## config.mk

```make
export PLATFORM = sky130hd
export DESIGN_NAME = lpsc_div_stage
export DESIGN_NICKNAME = d
export VERILOG_FILES = /design/src/rtl/lpsc_pkg.sv /design/src/rtl/lpsc_div_stage.sv
export SDC_FILE = /design/constraint.sdc
export NUM_CORES = 1
export LEC_CHECK = 0
export ABC_AREA = 1
export BUFFER_PORTS_ARGS = -buffer_cell sky130_fd_sc_hd__buf_2
export CAP_MARGIN = 20
export CORE_AREA = 2 2 208 210
export CTS_CLUSTER_DIAMETER = 30
export CTS_CLUSTER_SIZE = 16
export DETAILED_ROUTE_END_ITERATION = 7
export DIE_AREA = 0 0 210 212
export MAX_ROUTING_LAYER = met4
export SETUP_SLACK_MARGIN = 0.5
export SLEW_MARGIN = 20
export SYNTH_ARGS = -nofsm -noshare
export SYNTH_HDL_FRONTEND = slang
export SYNTH_SLANG_ARGS = --single-unit
```

## constraint.sdc

```tcl
create_clock -name clk_i -period 21.8 [get_ports clk_i]
set_clock_uncertainty 0.2 [all_clocks]
set_input_delay 4.36 -clock clk_i [delete_from_list [all_inputs] [get_ports clk_i]]
set_output_delay 4.36 -clock clk_i [all_outputs]
set_load 0.01 [all_outputs]
```

## src/rtl/lpsc_pkg.sv

```systemverilog
// lpsc_pkg: widths, register reset values, register index codes and the
// pipeline shape shared by the setpoint converter modules.
// No dependencies.
package lpsc_pkg;

  localparam int unsigned FreqW    = 24;
  localparam int unsigned DutyW    = 17;
  localparam int unsigned PsW      = 22;
  localparam int unsigned CntW     = 16;
  localparam int unsigned StepW    = 9;
  localparam int unsigned ClkW     = 32;
  localparam int unsigned CfgDataW = 32;
  localparam int unsigned CfgIdxW  = 3;

  // generator clock in MHz used for the dead-time conversion
  localparam int unsigned DeadClockMhzDef = 432;

  // divider: four stages, eight quotient bits each
  localparam int unsigned DivStages       = 4;
  localparam int unsigned DivBitsPerStage = ClkW / DivStages;

  // stage numbering: 1 prep, 2..5 divide and dead time, 6 clamp, 7 multiply, 8 output
  localparam int unsigned NumStages = DivStages + 4;

  localparam logic [DutyW-1:0] DutyOne = DutyW'(65536);

  localparam logic [ClkW-1:0]  RstCounterClock = 32'd3456000000;
  localparam logic [CntW-1:0]  RstMinCompare   = 16'd48;
  localparam logic [CntW-1:0]  RstPeriodMax    = 16'd65519;
  localparam logic [FreqW-1:0] RstMinRunFreq   = 24'd1000;
  localparam logic [StepW-1:0] RstDeadMin      = 9'd52;
  localparam logic [StepW-1:0] RstDeadMax      = 9'd388;

  typedef enum logic [CfgIdxW-1:0] {
    RegCounterClock = 3'd0,
    RegMinCompare   = 3'd1,
    RegPeriodMax    = 3'd2,
    RegMinRunFreq   = 3'd3,
    RegDeadMin      = 3'd4,
    RegDeadMax      = 3'd5
  } lpsc_reg_e;

  // side data that rides along the divider stages
  typedef struct packed {
    logic             run;
    logic [DutyW-1:0] duty;
  } lpsc_carry_t;

endpackage

```

## src/rtl/lpsc_div_stage.sv

```systemverilog
// lpsc_div_stage: one registered slice of the restoring period divider,
// resolving DivBitsPerStage quotient bits. Depends on lpsc_pkg.
module lpsc_div_stage (
  input  logic                                  clk_i,
  input  logic                                  en_i,
  input  logic [lpsc_pkg::FreqW-1:0]            dvs_i,
  input  logic [lpsc_pkg::FreqW-1:0]            rem_i,
  input  logic [lpsc_pkg::ClkW-1:0]             quo_i,
  input  logic [lpsc_pkg::DivBitsPerStage-1:0]  dvd_bits_i,
  output logic [lpsc_pkg::FreqW-1:0]            dvs_o,
  output logic [lpsc_pkg::FreqW-1:0]            rem_o,
  output logic [lpsc_pkg::ClkW-1:0]             quo_o
);
  import lpsc_pkg::*;

  logic [FreqW-1:0]           dvs_q, rem_d, rem_q;
  logic [ClkW-1:0]            quo_d, quo_q;
  logic [DivBitsPerStage-1:0] bits;
  logic [FreqW:0]             trial;

  // a zero divisor makes every bit one, which the period clamp then caps
  always_comb begin
    rem_d = rem_i;
    bits  = '0;
    trial = '0;
    for (int i = 0; i < DivBitsPerStage; i++) begin
      trial = {rem_d, dvd_bits_i[DivBitsPerStage-1-i]};
      if (trial >= {1'b0, dvs_i}) begin
        trial = trial - {1'b0, dvs_i};
        bits[DivBitsPerStage-1-i] = 1'b1;
      end
      rem_d = trial[FreqW-1:0];
    end
    quo_d = {quo_i[ClkW-DivBitsPerStage-1:0], bits};
  end

  always_ff @(posedge clk_i) begin
    if (en_i) begin
      dvs_q <= dvs_i;
      rem_q <= rem_d;
      quo_q <= quo_d;
    end
  end

  assign dvs_o = dvs_q;
  assign rem_o = rem_q;
  assign quo_o = quo_q;

endmodule

```

==> results.toml <==
[worst_setup_path]
cp.required_ns = 21.82
timing.critical_path.buf_inv = 31
critPathMaxStageDelay_ns = 0.52
cp_data_arrival_time_ns = 20.78
critPathKind = "in -> reg"
worst-path-stages = 123
cp_max_fo = 15
cp-end-kind = "flip-flop"
path_delay_family = "simple AND/OR/NAND/NOR gates"
critical-path-slowest-cell = "or4_4"
cp-start-kind = "input pin"

[placed_design]
place_worst_setup_slack_ns = -1.65
gp_routability_congestion = 0.989
place.port_buffers = 161
detailed_place.area_mm2 = 0.0225
dp.cells = 3785
hpwl_um = 51200

[layout]
ratio_of_cells_with_drive_above_1_in_the_final_layout = 0.448
final_nets = 3633
finalInstanceArea_mm2 = 0.0256
utilization = 0.602
syn2layout_area_growth_pct = 74.8
finished_layout_cells = 3895

[timing]
report.final.slew_viol_count = 0
finalHoldViolations = 0
timing.final.crit_period_ns = 20.75
timing.final.ws_setup_ns = 1.05
timing.final.setup_violations = 0
final_cycle_utilization_of_the_critical_path = 0.952
rsz0062_at_grt = "no"
timing_worst_slew_pin_value_ns = 0.728
achievable_clock_frequency_ghz = 0.0482
worst_slew_margin_rel = 0.515

[cts]
number_of_hold_buffers_added_after_cts = 0
clock-root-buffer = "clkbuf_16"
path_clk_slew_ns = 0.07
clock-sinks = 80
ctsLongestPathBuffers = 2
cts_buffers = 9
cts_tree = "built"
h-tree-depth = 3

[routing]
vias = 19400
post_drt_wl_per_cell_um = 16.8
drc = 0
total_routed_length_um = 65400
via_to_cell_ratio = 4.98
dr.pass1.iters = 5
drt_iter0_markers = 973
antenna_left = 0

[synthesis]
netlist_area_mm2 = 0.0146
synth_area_per_cell_um2 = 6.48
area_share_of_fa_ha_maj_cells_after_synthesis = 0.175
synth_compound_gate_area_share = 0.168
synth-main-ff-cell = "edfxtp_1"
synth_top_family_by_area = "simple AND/OR/NAND/NOR gates"
synth_sequential_area_ratio = 0.164
ys_types = 54
muxShareOfSynthArea = 0
synthSimpleGateAreaFrac = 0.308
postSynth.asyncResetShare = 0
post_synth_inst_count = 2259
synth-edff-count = 80
synth_nets = 2549
synth.top_cell.area_share = 0.179
synth_seq_cells = 80
yosys_warnings = 0
library_cell_with_the_largest_summed_area_after_synthesis = "nand2_1"
synth_xor_xnor_area_share = 0.0951
synth.top_cells.by_area = "nand2_1, edfxtp_1, ha_1"

[die]
chipHeight_um = 212
x_dimension_of_the_die_um = 210
initial_core_util = 0.345
dieArea_mm2 = 0.0445
floorplan.core_area_mm2 = 0.0425
std_cell_rows = 76
floorplan.io_pins = 170

[run]
timing.max_cap.violations = 0

[global_route]
grt_first_pass_wirelength_um = 95300
first_global_vias = 18200
gr-total-overflow = 0
grt_usage = 0.282
number_of_antenna_violations_at_the_first_check_in_global_routing = 2
pin_count_of_the_biggest_net_entering_global_routing = 56

[outcome]
outcome = "completed"

[min_path]
holdCritPathClass = "in -> reg"
hold_path_depth = 1
-- layer usage --
metal,up-vias,share of wire,track usage,routed length [µm]
li1,9734,-,-,-
met1,9069,0.42,0.328,27300
met2,450,0.49,0.505,32000
met3,151,0.041,0.0270,2650
met4,0,0.052,0.106,3390
met5,-,0,-,0
-- flip-flops by register name, summed over array words and instances, names as in the netlist --
register and cells:
rem_o 24, dvs_o 24, quo_o 32
-- stage by stage --
stage	hold slack [ns]	TNS [ns]
floorplan	4.26	0
global placement	4.34	-29.34
detailed placement	4.34	-40.22
CTS	3.95	0
global route	3.95	0
finish	3.96	0
-- layout make-up --
class                   instances  area (µm²)
well taps                     546         683
flip-flops and latches         80        2400
clock inverters                 6        67.6
repair buffers               1102        8250
inverters                     287        1110
fillers                      3775       16900
multi-input cells            1858       12800
repair inverters                5        46.3
diodes                          1        2.50
clock buffers                  10         229
-- timing repair --
action | CTS | global route
endpoints found under the setup margin | 25 | 25
cloned | 6 | 7
pin swaps | 15 | 108
resized for setup | 84 | 380
buffers inserted | 12 | 68
-- path summary, 6_finish.rpt --
check | slack, ns | end | startpoint
hold / removal | 3.96 | quo_o[24] | quo_i[16]
setup / recovery | 1.05 | rem_o[1] | dvs_i[22]
-- synthesized netlist by cell type (all sizes together) (2+ instances only) --
cell type and count:
a21boi 12, a41oi 2, o21ai 183, nand3 150, nand2 710, edfxtp 80
clkbuf 4, ha 192, xor2 82, buf 31, a221oi 3, nor3 27
xnor2 77, a21oi 186, inv 286, o221ai 3, or4 2, a31oi 6
or2 6, o21a 8, nor4 12, o31ai 2, o21bai 16, o211ai 3
nand4 28, fa 8, a21o 14, nand3b 2, nor2 116
-- kinds of logic after synthesis --
family,after synthesis
AOI/OAI and AO/OA,443
xor gates and xnor gates,159
adders and majority gates,200
buffers and inverters,322
DFF,80
and+or+nand+nor,1055
-- layout by cell type, fill, tap and decap left out, types with 15 or more instances in the layout --
cell and instances:
a21oi_1 131, buf_4 900, inv_1 256, nand4_1 28
nand3_2 18, nor3_1 18, nor2_1 89, a21oi_2 46
nor2_2 15, o21ai_0 67, nand3_1 121, nand2_2 68
buf_12 16, edfxtp_1 80, o21ai_1 55, xor2_1 82
inv_2 23, nand2_1 638, xnor2_1 77, ha_4 60
o21ai_2 59, ha_1 130, buf_2 160, buf_6 19
Power is left out: the tool's default activity adds up to more than one toggle a clock period on the data nets, which glitch-free logic cannot reach.
