--- src/rtl/lpsc_pkg.sv ---
// lpsc_pkg: widths, register reset values, register index codes and the
// pipeline shape shared by the setpoint converter modules.
// No dependencies.
package lpsc_pkg;

  localparam int unsigned FreqW    = 24;
  localparam int unsigned DutyW    = 17;
  localparam int unsigned PsW      = 22;
  localparam int unsigned CntW     = 16;
  localparam int unsigned StepW    = 9;
  localparam int unsigned ClkW     = 32;
  localparam int unsigned CfgDataW = 32;
  localparam int unsigned CfgIdxW  = 3;

  // generator clock in MHz used for the dead-time conversion
  localparam int unsigned DeadClockMhzDef = 432;

  // divider: four stages, eight quotient bits each
  localparam int unsigned DivStages       = 4;
  localparam int unsigned DivBitsPerStage = ClkW / DivStages;

  // stage numbering: 1 prep, 2..5 divide and dead time, 6 clamp, 7 multiply, 8 output
  localparam int unsigned NumStages = DivStages + 4;

  localparam logic [DutyW-1:0] DutyOne = DutyW'(65536);

  localparam logic [ClkW-1:0]  RstCounterClock = 32'd3456000000;
  localparam logic [CntW-1:0]  RstMinCompare   = 16'd48;
  localparam logic [CntW-1:0]  RstPeriodMax    = 16'd65519;
  localparam logic [FreqW-1:0] RstMinRunFreq   = 24'd1000;
  localparam logic [StepW-1:0] RstDeadMin      = 9'd52;
  localparam logic [StepW-1:0] RstDeadMax      = 9'd388;

  typedef enum logic [CfgIdxW-1:0] {
    RegCounterClock = 3'd0,
    RegMinCompare   = 3'd1,
    RegPeriodMax    = 3'd2,
    RegMinRunFreq   = 3'd3,
    RegDeadMin      = 3'd4,
    RegDeadMax      = 3'd5
  } lpsc_reg_e;

  // side data that rides along the divider stages
  typedef struct packed {
    logic             run;
    logic [DutyW-1:0] duty;
  } lpsc_carry_t;

endpackage

--- src/rtl/lpsc_dead_conv.sv ---
// lpsc_dead_conv: four-stage conversion of one leg's dead time from
// picoseconds to generator steps with ceiling and floor. Depends on lpsc_pkg.
module lpsc_dead_conv #(
  parameter int unsigned DeadClockMhz = lpsc_pkg::DeadClockMhzDef
) (
  input  logic                        clk_i,
  input  logic [3:0]                  en_i,
  input  logic [lpsc_pkg::PsW-1:0]    ps_i,
  input  logic [lpsc_pkg::StepW-1:0]  dead_min_i,
  input  logic [lpsc_pkg::StepW-1:0]  dead_max_i,
  output logic [lpsc_pkg::StepW-1:0]  steps_o
);
  import lpsc_pkg::*;

  localparam int unsigned     MulW       = $clog2(DeadClockMhz + 1);
  localparam int unsigned     XW         = PsW + MulW;
  localparam longint unsigned QMax       = ((64'd1 << PsW) - 64'd1) * DeadClockMhz / 64'd1000000;
  localparam int unsigned     QW         = $clog2(QMax + 2);
  localparam int unsigned     RecipShift = 40;
  localparam longint unsigned RecipL     = (64'd1 << RecipShift) / 64'd1000000;
  localparam int unsigned     RecipW     = $clog2(RecipL + 1);
  localparam int unsigned     PW         = XW + RecipW;
  localparam int unsigned     CmpW       = (QW > StepW) ? QW : StepW;

  localparam logic [MulW-1:0]   ClkMul  = MulW'(DeadClockMhz);
  localparam logic [RecipW-1:0] Recip   = RecipW'(RecipL);
  localparam logic [XW-1:0]     Million = XW'(1000000);

  logic          zero_a_q, zero_b_q, zero_c_q;
  logic [XW-1:0] x_a_q, x_b_q;
  logic [PW-1:0] est_prod;
  logic [QW-1:0] q0_b_q, q_c_q;
  logic [XW-1:0] qm, rem;
  logic [CmpW-1:0] q_ext, max_ext;
  logic [StepW-1:0] steps_d, steps_q;

  // reciprocal estimate is floor or one below; the remainder check fixes it
  assign est_prod = PW'(x_a_q) * PW'(Recip);
  assign qm       = XW'(q0_b_q) * Million;
  assign rem      = x_b_q - qm;

  always_comb begin
    q_ext   = CmpW'(q_c_q);
    max_ext = CmpW'(dead_max_i);
    if (zero_c_q || (q_ext > max_ext)) begin
      steps_d = dead_max_i;
    end else begin
      steps_d = StepW'(q_c_q);
    end
    if (steps_d < dead_min_i) begin
      steps_d = dead_min_i;
    end
  end

  always_ff @(posedge clk_i) begin
    if (en_i[0]) begin
      x_a_q    <= XW'(ps_i) * XW'(ClkMul);
      zero_a_q <= (ps_i == '0);
    end
    if (en_i[1]) begin
      x_b_q    <= x_a_q;
      q0_b_q   <= est_prod[RecipShift +: QW];
      zero_b_q <= zero_a_q;
    end
    if (en_i[2]) begin
      q_c_q    <= q0_b_q + QW'(rem >= Million);
      zero_c_q <= zero_b_q;
    end
    if (en_i[3]) begin
      steps_q <= steps_d;
    end
  end

  assign steps_o = steps_q;

endmodule

--- config.mk ---
export PLATFORM = sky130hd
export DESIGN_NAME = lpsc_dead_conv
export DESIGN_NICKNAME = d
export VERILOG_FILES = /design/src/rtl/lpsc_pkg.sv /design/src/rtl/lpsc_dead_conv.sv
export SDC_FILE = /design/constraint.sdc
export NUM_CORES = 1
export LEC_CHECK = 0
export ABC_AREA = 0
export BUFFER_PORTS_ARGS = -buffer_cell sky130_fd_sc_hd__clkbuf_2
export CAP_MARGIN = 15
export CORE_UTILIZATION = 41
export DETAILED_ROUTE_END_ITERATION = 8
export PLACE_DENSITY = 0.6
export SYNTH_ARGS = -nofsm -noshare
export SYNTH_HDL_FRONTEND = slang
export SYNTH_SLANG_ARGS = --single-unit
--- constraint.sdc ---
create_clock -name clk_i -period 13.27 [get_ports clk_i]
set_input_delay 0.6635 -clock clk_i [delete_from_list [all_inputs] [get_ports clk_i]]
set_output_delay 0.6635 -clock clk_i [all_outputs]
set_load 0.03 [all_outputs]
==> results.json, run 1 <==
{
  "status": "completed",
  "avgSynthCellArea_um2": 10.0,
  "setup_tns_ps": 0,
  "worstHoldPathCells": 1,
  "setup.worst_path.end_class": "flip-flop",
  "netlist_instances": 1914,
  "critPathArrivalTime_ps": 8090,
  "period_needed_ps": 7960,
  "nets": 2698,
  "cts-hold-fix-buffers": 0,
  "ant_nets": 0,
  "grt_use_total_pct": 18.8,
  "num_rows": 78,
  "drc": 0,
  "cts_buffers": 9,
  "crit_slowest_cell": "a211oi_1",
  "seq_area_frac_synth_pct": 13.5,
  "insertedDiodeCount": 0,
  "reg2reg_depth": 30,
  "synth.distinct_cells": 67,
  "initial_core_util_pct": 41.9,
  "io_pins": 54,
  "vias_per_cell": 4.96,
  "crit_family": "adder cells",
  "clk_latency_ps": 400,
  "synth_seq_cells": 86,
  "rsz0062_at_grt": "false",
  "stdcell_count": 2575,
  "clock.fmax_mhz": 126,
  "yosysMostFrequentCell": "inv_1",
  "grt_pass1_wl_um": 69600,
  "syn_area_mm2": 0.0191,
  "ys_dominant_reg_cell": "edfxtp_1",
  "cp_common_cell": "ha_1",
  "critical_path_buf_inv_count": 4,
  "final.setup_skew_ps": 21.7,
  "path_clk_slew_ps": 70,
  "slew_headroom_pct": 34.7,
  "cts-root-buf": "clkbuf_16",
  "drt-initial-drc-count": 527,
  "wl_um": 40400,
  "grt_pass1_vias": 13900,
  "maxSlewViolCount": 0,
  "cts_resized": 0,
  "synth.net_count": 2642,
  "vias": 12800,
  "worst_pin_slew_ps": 979,
  "grt_remaining_overflow": 0,
  "drt_first_pass_iters": 5,
  "drive_gt1_share_pct": 4.66,
  "synth_edf_count": 86,
  "setup_viol": 0,
  "synth_top_area_share_pct": 31.4,
  "die_h_um": 218,
  "worst_hold_path_type": "in -> reg",
  "synth_area_leader_cell": "fa_1",
  "synth_area_leaders": "fa_1, ha_1, edfxtp_1",
  "synthTopCellsByCount": "inv_1, ha_1, fa_1, edfxtp_1, a21oi_1",
  "htreeDepth": 3,
  "critPathMaxFanout": 7,
  "antenna_found_initial": 0,
  "critPathKind": "reg -> reg",
  "start_kind": "flip-flop",
  "fp.dieArea_mm2": 0.0476,
  "path_depth": 30,
  "final_hold_viol_count": 0,
  "finalCritPeriodShare_pct": 60.0,
  "cp.required_ps": 13400,
  "cts.path.max_buffers": 2,
  "syn_to_final_growth_pct": 6.76,
  "yosys_warnings": 0,
  "cts_sinks": 86,
  "gp_congestion": 0.869,
  "hpwlAfterDp_um": 35300,
  "maxCapViolations": 0,
  "postCtsSetupRepairBufs": 0,
  "slowest_delay_ps": 580,
  "core_mm2": 0.0457,
  "dp_cells": 2559,
  "ys_async_sr_fraction_pct": 0,
  "grt_start_max_net_pins": 38,
  "port_buffers": 53,
  "cts_tree": "done",
  "wl_per_cell_um": 15.7,
  "die-width_um": 218
}
[cells in the final DEF (no fill, tap or decap), types with 9 or more instances in the layout]
cell and n:
nand2b_1 9, nor2b_1 11, nand2_1 60, mux2_2 10, a211oi_1 13, inv_1 566
nor2_1 69, ha_1 383, nand4_1 14, xnor2_1 49, edfxtp_1 86, nor3_1 19
xor2_1 20, o21a_1 12, nand3_1 19, clkbuf_2 53, fa_1 300, o21ai_0 34
a21o_1 30, o211ai_1 12, clkbuf_16 9, a21oi_1 80
[flip-flops by register name, indices dropped and copies added (netlist names)]
| signal | count |
|---|---|
| zero_c_q | 1 |
| x_a_q | 27 |
| steps_o | 9 |
| zero_b_q | 1 |
| q0_b_q | 11 |
| x_b_q | 25 |
| q_c_q | 11 |
| zero_a_q | 1 |
[worst paths after layout]
check / start / endpoint / slack, ps
setup / recovery: q0_b_q[2]$_DFFE_PP_ / q_c_q[10]$_DFFE_PP_ / 5310
hold / removal: ps_i[0] / x_a_q[4]$_DFFE_PP_ / 520
setup reg to reg: q0_b_q[2]$_DFFE_PP_ / q_c_q[10]$_DFFE_PP_ / 5310
hold reg to reg: zero_a_q$_DFFE_PP_ / zero_b_q$_DFFE_PP_ / 560
[routing by layer]
layer / part of all wire (%) / global-route usage (%) / vias to the layer above
met5: 0 / 0 / -
met4: 2.6 / 5.59 / 0
met3: 2.9 / 2.66 / 52
met2: 49 / 32.5 / 159
met1: 45 / 24.2 / 6300
li1: - / - / 6249
[area by class of cell]
cell class | count | area (µm²)
Sequential cell | 86 | 2580
Fill cell | 4368 | 25200
Tap cell | 600 | 751
Clock buffer | 9 | 225
Clock inverter | 7 | 101
Multi-Input combinational cell | 1254 | 14400
Inverter | 566 | 2120
Timing Repair Buffer | 53 | 265
[cell families after synthesis]
kind of cell               synth area share [%]
AOI/OAI and AO/OA                          8.84
xor gates and xnor gates                   3.16
adders and majority gates                  56.4
muxes                                     0.771
and+or+nand+nor                            6.01
buffers and inverters                      11.3
DFF                                        13.5
[metrics by stage]
stage / hold WS, ps / area [µm²] / setup slack [ps] / utilization [%]
2_1_floorplan: 400 / 19100 / 6240 / -
3_3_place_gp: 529 / 20100 / 5590 / 44.0
3_5_place_dp: 543 / 20100 / 5400 / 44.0
4_1_cts: 497 / 20400 / 5370 / 44.8
5_1_grt: 512 / 20400 / 4740 / 44.8
6_report: 523 / 20400 / 5310 / 44.8
Power of run 1 is not shown: default switching activity piles up to over one toggle a cycle in this logic, so the estimate is an artifact.
==> run 2, diff against run 1 <==
Settings changed: PLACE_DENSITY 0.6 to 0.62.
Clock period 13.27 ns to 6.85 ns, I/O delays scaled along.
==> run 2 against run 1 <==
- clock skew is 6.0 ps lower
- global-route usage is 0.37 points higher
- non-clock buffer count is 129 higher
- sequential cell count stayed put
- clock-buffer cell count is 1 higher
- sequential share of layout area is 0.74 points lower
- die area stayed put
- critical path depth stayed put
- worst setup slack worse by 5300 ps
- critical endpoint is now q_c_q[6]$_DFFE_PP_
==> results.json, run 2 (synthesized netlist as in run 1, its figures left out) <==
{
  "use_met2_pct": 33.2,
  "crit_slowest_cell": "fa_1",
  "largest_reg_flops": 27,
  "critPathArrivalTime_ps": 6960,
  "fp.dieArea_mm2": 0.0476,
  "largestRegisters": "x_a_q x27, x_b_q x25",
  "layout_common_cells": "inv_1, ha_1, fa_1",
  "path_clk_slew_ps": 70,
  "cts_sinks": 86,
  "initial_core_util_pct": 41.9,
  "drc": 0,
  "startpoint": "q0_b_q[7]$_DFFE_PP_",
  "cts.path.max_buffers": 2,
  "io_pins": 54,
  "critPathMaxFanout": 4,
  "grt_remaining_overflow": 0,
  "clk_latency_ps": 380,
  "grt_pass1_wl_um": 71000,
  "period_needed_ps": 6820,
  "grt_start_max_net_pins": 38,
  "ant_nets": 0,
  "gp_congestion": 0.920,
  "critPathKind": "reg -> reg",
  "vias": 13300,
  "start_kind": "flip-flop",
  "cts-root-buf": "clkbuf_16",
  "final_common_cell": "inv_1",
  "clock.fmax_mhz": 147,
  "insertedDiodeCount": 0,
  "num_rows": 78,
  "core_mm2": 0.0457,
  "slowest_delay_ps": 550,
  "antenna_found_initial": 0,
  "hp-start": "ps_i[0]",
  "grt_use_met3_pct": 2.39,
  "hpwlAfterDp_um": 37400,
  "grt_busiest_layer": "met2",
  "final.setup_skew_ps": 15.7,
  "placed_area_mm2": 0.0210,
  "grt_pass1_vias": 14400,
  "setup_viol": 0,
  "fin_area_mm2": 0.0217,
  "die-width_um": 218,
  "drt_first_pass_iters": 5,
  "wl_per_cell_um": 15.7,
  "die_h_um": 218,
  "setup.worst_path.end_class": "flip-flop",
  "cts_buffers": 9,
  "worst_pin_slew_ps": 1040,
  "cp_common_cell": "ha_4",
  "nets": 2827,
  "final_hold_viol_count": 0,
  "htreeDepth": 3,
  "worst_hold_path_type": "in -> reg",
  "drive_gt1_share_pct": 13.0,
  "grt_use_total_pct": 19.1,
  "maxSlewViolCount": 0,
  "syn_to_final_growth_pct": 13.4,
  "drt-initial-drc-count": 527,
  "worstReg2RegStart": "q0_b_q[7]$_DFFE_PP_",
  "status": "completed",
  "top_register": "x_a_q",
  "slew_headroom_pct": 30.5,
  "maxCapViolations": 0,
  "vias_per_cell": 4.94,
  "wl_um": 42400,
  "rsz0062_at_grt": "true",
  "cts_tree": "done",
  "use_met1_pct": 24.9,
  "port_buffers": 53,
  "finalCritPeriodShare_pct": 99.6,
  "cp.required_ps": 6990
}
[run 2: critical path, delay by kind of cell (launching register included)]
family	cells	cell delay, ps
fa+ha+maj	9	3020
compound gates	10	2170
simple gates	4	410
flops	1	360
xor+xnor	2	320
buf+inv	5	310
[run 2: final timing paths]
path                   endpoint  slack [ps]  depth (start not counted)
min reg2reg  zero_c_q$_DFFE_PP_         570                          0
max          q_c_q[6]$_DFFE_PP_          30                         30
max reg2reg  q_c_q[6]$_DFFE_PP_          30                         30
min          x_a_q[4]$_DFFE_PP_         210                          1
[run 2: cell type report]
type | count | area, µm²
multi-input cells | 1254 | 14700
repair buffers | 182 | 1260
well taps | 600 | 751
inverters | 566 | 2120
clock inverters | 6 | 46.3
fillers | 4332 | 24000
flip-flops and latches | 86 | 2580
clock buffers | 10 | 229
[run 2: routing by layer]
layer	part of all wire [%]	up-vias
li1	-	6528
met1	46	6621
met2	50	148
met3	2.5	49
met4	2.2	0
met5	0	-
[run 2: what timing repair did]
action / in CTS / in global routing
buffers inserted: 8 / 10
setup endpoints to repair: 9 / 14
hold buffers: 0 / 0
resized for setup: 26 / 39
pin swaps: 24 / 33
[run 2: per-stage QoR]
| step | util (%) | instances | TNS [ps] | hold WS [ps] | setup slack (ps) |
|---|---|---|---|---|---|
| floorplan | - | 1914 | 0 | 400 | 45.7 |
| global placement | 46.0 | 2670 | -631 | 576 | -196 |
| detailed placement | 46.0 | 2670 | -1830 | 578 | -333 |
| CTS | 46.9 | 2694 | -6.23 | 189 | -6.23 |
| global route | 47.5 | 2704 | -2410 | 216 | -311 |
| finish | 47.5 | 2704 | 0 | 215 | 25.1 |
Power of run 2 is left out for the same reason.
